**config.mk**
```make
export PLATFORM = sky130hd
export DESIGN_NAME = rrv_sqrt_step
export DESIGN_NICKNAME = d
export VERILOG_FILES = /design/src/rtl/rrv_pkg.sv /design/src/rtl/rrv_sqrt_step.sv
export SDC_FILE = /design/constraint.sdc
export NUM_CORES = 1
export LEC_CHECK = 0
export ABC_AREA = 1
export BUFFER_PORTS_ARGS = -buffer_cell sky130_fd_sc_hd__buf_2
export CAP_MARGIN = 20
export CORE_AREA = 2 2 82 84
export DETAILED_ROUTE_END_ITERATION = 16
export DIE_AREA = 0 0 84 86
export GPL_TIMING_DRIVEN = 0
export PLACE_DENSITY = 0.78
export SLEW_MARGIN = 20
export SYNTH_ARGS = -nofsm -noshare
export SYNTH_HDL_FRONTEND = slang
export SYNTH_SLANG_ARGS = --single-unit
```
**constraint.sdc**
```tcl
create_clock -name vclk -period 1.6
set_input_delay 0.16 -clock vclk [all_inputs]
set_output_delay 0.16 -clock vclk [all_outputs]
set_load 0.02 [all_outputs]
```
**src/rtl/rrv_pkg.sv**
```systemverilog
// Package: widths, pipeline types and fixed-point helpers of the vector unit
package rrv_pkg;

    localparam int FRAC_BITS = 14;
    localparam int COMP_W    = 16;
    localparam int ACC_W     = COMP_W + 4;
    localparam int MUL_W     = ACC_W + 1;
    localparam int SUM_W     = ACC_W + 3;
    localparam int NRM_W     = COMP_W + 1;
    localparam int RT_W      = (ACC_W - 1 + FRAC_BITS + 1) / 2;
    localparam int RAD_W     = 2 * RT_W;
    localparam int REM_W     = RT_W + 3;
    localparam int SQ_PER    = 3;
    localparam int SQ_STG    = (RT_W + SQ_PER - 1) / SQ_PER;
    localparam int ST_SQ0    = 5;
    localparam int ST_M      = ST_SQ0 + SQ_STG;
    localparam int ST_MP     = ST_M + 1;
    localparam int ST_OUT    = ST_MP + 1;
    localparam int NSTG      = ST_OUT + 1;

    typedef logic signed [COMP_W-1:0] t_comp;
    typedef logic signed [NRM_W-1:0]  t_nrm;
    typedef logic signed [ACC_W-1:0]  t_acc;
    typedef logic signed [MUL_W-1:0]  t_mul;
    typedef logic signed [SUM_W-1:0]  t_sum;

    localparam t_acc ACC_MAX = {1'b0, {(ACC_W-1){1'b1}}};
    localparam t_acc ONE = (FRAC_BITS >= ACC_W - 1) ? ACC_MAX : (t_acc'(1) << FRAC_BITS);
    localparam logic [2*MUL_W-1:0] HALF = (2*MUL_W)'(1) << (FRAC_BITS - 1);

    typedef struct packed {
        logic [REM_W-1:0] rem;
        logic [RT_W-1:0]  root;
        logic [RAD_W-1:0] rad;
    } t_sq;

    typedef struct packed {
        logic            mode;
        t_comp [2:0]     inc;
        t_nrm  [2:0]     nrm;
        logic [COMP_W-1:0] eta;
        t_acc  [2:0]     pd;
        t_acc  [2:0]     ei;
        t_acc            e2;
        t_acc            d;
        t_mul            c;
        t_acc            t;
        t_acc            cc;
        t_acc            ec;
        t_acc  [2:0]     rp;
        t_acc            p;
        t_acc            k;
        t_sq             sq;
        t_acc            m;
        t_acc  [2:0]     mp;
        t_comp [2:0]     res;
        logic            ntr;
    } t_pipe;

    // sign-magnitude product, ties rounded toward +inf, saturate
    function automatic t_acc fx_mul(input t_mul a, input t_mul b);
        logic               neg;
        logic [MUL_W-1:0]   ua;
        logic [MUL_W-1:0]   ub;
        logic [2*MUL_W-1:0] p;
        logic [2*MUL_W-1:0] q;
        logic [ACC_W-1:0]   lim;
        logic [ACC_W-1:0]   m;
        neg = a[MUL_W-1] ^ b[MUL_W-1];
        ua  = a[MUL_W-1] ? MUL_W'(-a) : MUL_W'(a);
        ub  = b[MUL_W-1] ? MUL_W'(-b) : MUL_W'(b);
        p   = (2*MUL_W)'(ua) * (2*MUL_W)'(ub);
        q   = (p + (neg ? HALF - 1'b1 : HALF)) >> FRAC_BITS;
        lim = neg ? (ACC_W'(1) << (ACC_W - 1)) : ACC_MAX;
        m   = (q > (2*MUL_W)'(lim)) ? lim : q[ACC_W-1:0];
        return neg ? t_acc'(-m) : t_acc'(m);
    endfunction

    function automatic t_acc sat_acc(input t_sum v);
        t_sum hi;
        t_sum lo;
        hi = t_sum'(ACC_MAX);
        lo = ~hi;
        if (v > hi) return ACC_MAX;
        if (v < lo) return ~ACC_MAX;
        return v[ACC_W-1:0];
    endfunction

    function automatic t_comp sat_comp(input t_sum v);
        t_sum hi;
        t_sum lo;
        hi = t_sum'({1'b0, {(COMP_W-1){1'b1}}});
        lo = ~hi;
        if (v > hi) return hi[COMP_W-1:0];
        if (v < lo) return lo[COMP_W-1:0];
        return v[COMP_W-1:0];
    endfunction

endpackage

```
**src/rtl/rrv_sqrt_step.sv**
```systemverilog
// One digit step of the restoring integer square root
module rrv_sqrt_step (
    input  logic         i_act,
    input  rrv_pkg::t_sq i_sq,
    output rrv_pkg::t_sq o_sq
);
    import rrv_pkg::*;

    logic [REM_W-1:0] rem2;
    logic [REM_W-1:0] trial;

    always_comb begin
        rem2  = {i_sq.rem[REM_W-3:0], i_sq.rad[RAD_W-1:RAD_W-2]};
        trial = REM_W'({i_sq.root, 2'b01});
        o_sq  = i_sq;
        if (i_act) begin
            o_sq.rad = i_sq.rad << 2;
            if (rem2 >= trial) begin
                o_sq.rem  = rem2 - trial;
                o_sq.root = {i_sq.root[RT_W-2:0], 1'b1};
            end else begin
                o_sq.rem  = rem2;
                o_sq.root = {i_sq.root[RT_W-2:0], 1'b0};
            end
        end
    end
endmodule

```
-- Word-level counts from Yosys, hierarchy flattened
Cells that the tools add are included.
- add/sub/neg operators: 1
- $lt $le $gt $ge: 1
- multiplexer cells: 2
- operator list (cell ; number):
    71-bit two-way mux ; 1
    37-bit two-way mux ; 1
    20-bit by 19-bit greater-or-equal comparator with 1-bit output ; 1
    20-bit by 19-bit subtractor with 20-bit output ; 1
- register bits: 0
- output and inout port bits: 71
- word-level logic and storage cells: 4

-- Logic depth before layout (Yosys ltp)
- depth in word-level cells: 3
- mapped depth: 14
- mapped depth without buffers: 14

-- Worst setup path before layout
OpenSTA, ideal clock, no wires.
- kind: input -> output
- start: input i_sq[38] (netlist bit)
- end: output o_sq[62] (netlist bit)
- arrival: 1.608 ns
- data required time: 1.440 ns
- slack: -0.168 ns
- stages: 13
- buffers on the path: 1
- cells stage by stage: inv_1 > ha_1 > nand2_1 > inv_1 > nand2_1 > nand2_1 > nand2_1 > nand3_2 > nand2_4 > buf_2 > nand3b_1 > nand3_1 > nand2_1
- RTL lines (element ; line ; RTL):
    start: declaration ; rrv_sqrt_step.sv:4 ; input rrv_pkg::t_sq i_sq,
    end: declaration ; rrv_sqrt_step.sv:5 ; output rrv_pkg::t_sq o_sq

==> run_results.csv <==
group,metric,value,unit
yosys,synth_top_family_by_area,"simple AND/OR/NAND/NOR gates",
grt,grt_overflow_total,0,
timing,whs,0.618,ns
yosys,synthMuxAreaShare,0,%
detailed_routing,drcViolationCount,0,
yosys,synthTopCellsByArea,"nand2_1 26%, inv_1 15%, o21ai_0 9.2%",
grt,grt_first_pass_wirelength,17700,um
detailed_routing,vias,4001,
yosys,synthAdderAreaFrac,8.73,%
critical_path,cp_max_fo,5,
timing,min_period_over_period,129,%
min_path,hold_depth,4,
grt,grt_pass1_vias,3902,
grt,grt_usage,29.3,%
timing,setup-violations-final,21,
timing,hold_viol_final,0,
yosys,yosysTopAreaCell,"nand2_1",
yosys,synth_fp_nets,627,
floorplanning,die_area,7220,sq um
yosys,syn_inst,536,
critical_path,crit_path_cell_trace,"buf_12, inv_12, ha_4, nand2_4, inv_4, nand2_4, nor4_4, nand2_8, buf_12, clkbuf_16, nand3b_1, nand3_2, nand2_2, buf_6",
timing,max_freq,0.483,GHz
critical_path,cp_data_arrival_time,1.91,ns
yosys,yosys.area_share.xor_xnor,2.25,%
timing,final.setup.tns,-8.60,ns
timing,slew_violations,0,
critical_path,path_class,"input port to output port",
detailed_routing,route.met2.wl,5940,um
run,cap_viol_max_count,0,
power,powerDensity,420,nW/um^2
yosys,yosys.area_share.simple,54.1,%
floorplanning,dieHeight,86,um
run_status,outcome,"complete, but fails checks",
run_status,violations,"negative setup slack",
critical_path,critPathRequiredTime,1.44,ns
detailed_routing,wirelength_met1,4530,um
detailed_routing,drtPass1Iterations,4,
grt,grt_max_degree,11,
floorplanning,initial_core_util,43.4,%
timing,rsz0062_at_grt,"true",
power,power,2.00,mW
floorplanning,core_area,6280,sq um
cells_and_area,syn_to_final_growth,74.4,%
critical_path,max_stage_delay,0.34,ns
cells_and_area,seqCellArea,0,sq um
cells_and_area,design.seq.count,0,
grt,antenna_found_initial,0,
critical_path,setup.worst_path.start_class,"input port",
timing,slew_headroom,58.2,%
detailed_routing,drtIter0Drc,128,
placement,dp_hpwl,8350,um
cells_and_area,final_layout_size_suffix_gt1_share,49.3,%
placement,gp_congestion,0.894,
yosys,ys_seq_area_share,0,%
timing,worst_pin_slew,0.628,ns
critical_path,crit_path_top_delay_cell,"nor4_4",
clock_network,ctsHoldBuffers,0,
critical_path,crit_path_end_kind,"output port",
yosys,synthDominantCellAreaShare,26.2,%
yosys,yosysWarnings,0,
detailed_routing,dr_wl_met3,524,um
placement,numPortBuffers,142,
timing,setup_slack,-0.471,ns
cells_and_area,n_clock_buffer,0,
cells_and_area,n_fill_cell,505,
timing,fin_crit,2.07,ns
min_path,worstHoldPathType,"input port to output port",
floorplanning,ioPinCount,143,
yosys,synth_compound_area_share,15.2,%
detailed_routing,drt_wl_total,11300,um
power,p_leak,2.61,nW
placement,place_ws,-0.598,ns
detailed_routing,via_per_inst,5.05,
detailed_routing,final_antenna_net_count,0,
floorplanning,fp-row-count,29,
cells_and_area,fin_nets,809,
detailed_routing,wl_per_cell,14.2,um
yosys,synth.avg_cell_area,5.08,sq um
power,peakVddDrop,0.302,mV
cells_and_area,antennaDiodeCount,0,
floorplanning,die_x,84,um
yosys,synth_cell_types,32,
yosys,synth_area,2720,sq um
detailed_routing,top_layer,"met4",
## cells by family (layout without fill, tap and decap cells)
kind of cell	after synthesis	count (layout)
AND/OR/NAND/NOR	306	306
AO/OA/AOI/OAI	73	73
buffers and inverters	131	311
XOR/XNOR	7	7
adder cells (fa/ha/maj)	19	19
## per-layer routing
metal	vias to the layer above	GRT usage [%]
li1	2027	-
met1	1816	34.4
met2	139	56.6
met3	19	1.64
met4	0	9.68
met5	-	0
## cell type report
type | count | area [sq um] | area share (%)
Buffer | 19 | 154 | 3.24
Multi-Input combinational cell | 405 | 2760 | 58.2
Tap cell | 77 | 96.3 | 2.03
Inverter | 112 | 443 | 9.32
Timing Repair Buffer | 180 | 1290 | 27.2
## through the flow
stage               std cells  util, %  cell area (sq um)
CTS                       782     70.9               4450
floorplan                 536        -               3000
global placement          755     60.7               3810
finish                    793     75.7               4750
global route              793     75.7               4750
detailed placement        755     60.7               3810
## power by group
part	total, mW	internal [mW]	switching, mW
clock network	0	0	0
registers	0	0	0
logic	2.00	0.861	1.14
## Yosys cell counts, types with 2 or more instances
| cell | count |
|---|---|
| a21oi_1 | 10 |
| buf_1 | 2 |
| buf_12 | 2 |
| buf_2 | 3 |
| clkbuf_1 | 10 |
| ha_1 | 19 |
| inv_1 | 111 |
| nand2_1 | 190 |
| nand2_2 | 14 |
| nand3_1 | 39 |
| nand3_2 | 19 |
| nand3b_1 | 7 |
| nand4_1 | 3 |
| nor2_1 | 22 |
| nor2_4 | 2 |
| nor3_1 | 3 |
| o21ai_0 | 50 |
| o21ai_2 | 11 |
| xnor2_1 | 5 |
| xor2_1 | 2 |
## repair_timing
action | 4_1_cts | 5_1_grt
resized for setup | 113 | 59
pin swaps | 38 | 51
setup buffers | 26 | 12
setup endpoints to repair | 39 | 49
gates cloned | 1 | 1
## layout by cell type, fill, tap and decap left out, drive strengths merged
master / count
clkbuf: 14
nand2: 206
buf: 185
nand3: 58
nor3: 4
xnor2: 5
a21oi: 11
inv: 112
nand3b: 7
o21ai: 61
or2: 1
nor2: 26
nor4: 1
o21bai: 1
xor2: 2
nand4: 3
ha: 19
## worst max-delay path: cells and delay by family
family                     cells  cell delay [ns]
and+or+nand+nor                7             0.85
buffers and inverters          6             0.62
adders and majority gates      1             0.27
## final timing paths
path	startpoint	end	slack (ns)
setup / recovery	i_sq[47]	o_sq[65]	-0.47
hold / removal	i_sq[69]	o_sq[69]	0.62
(Power assumes the default switching activity.)
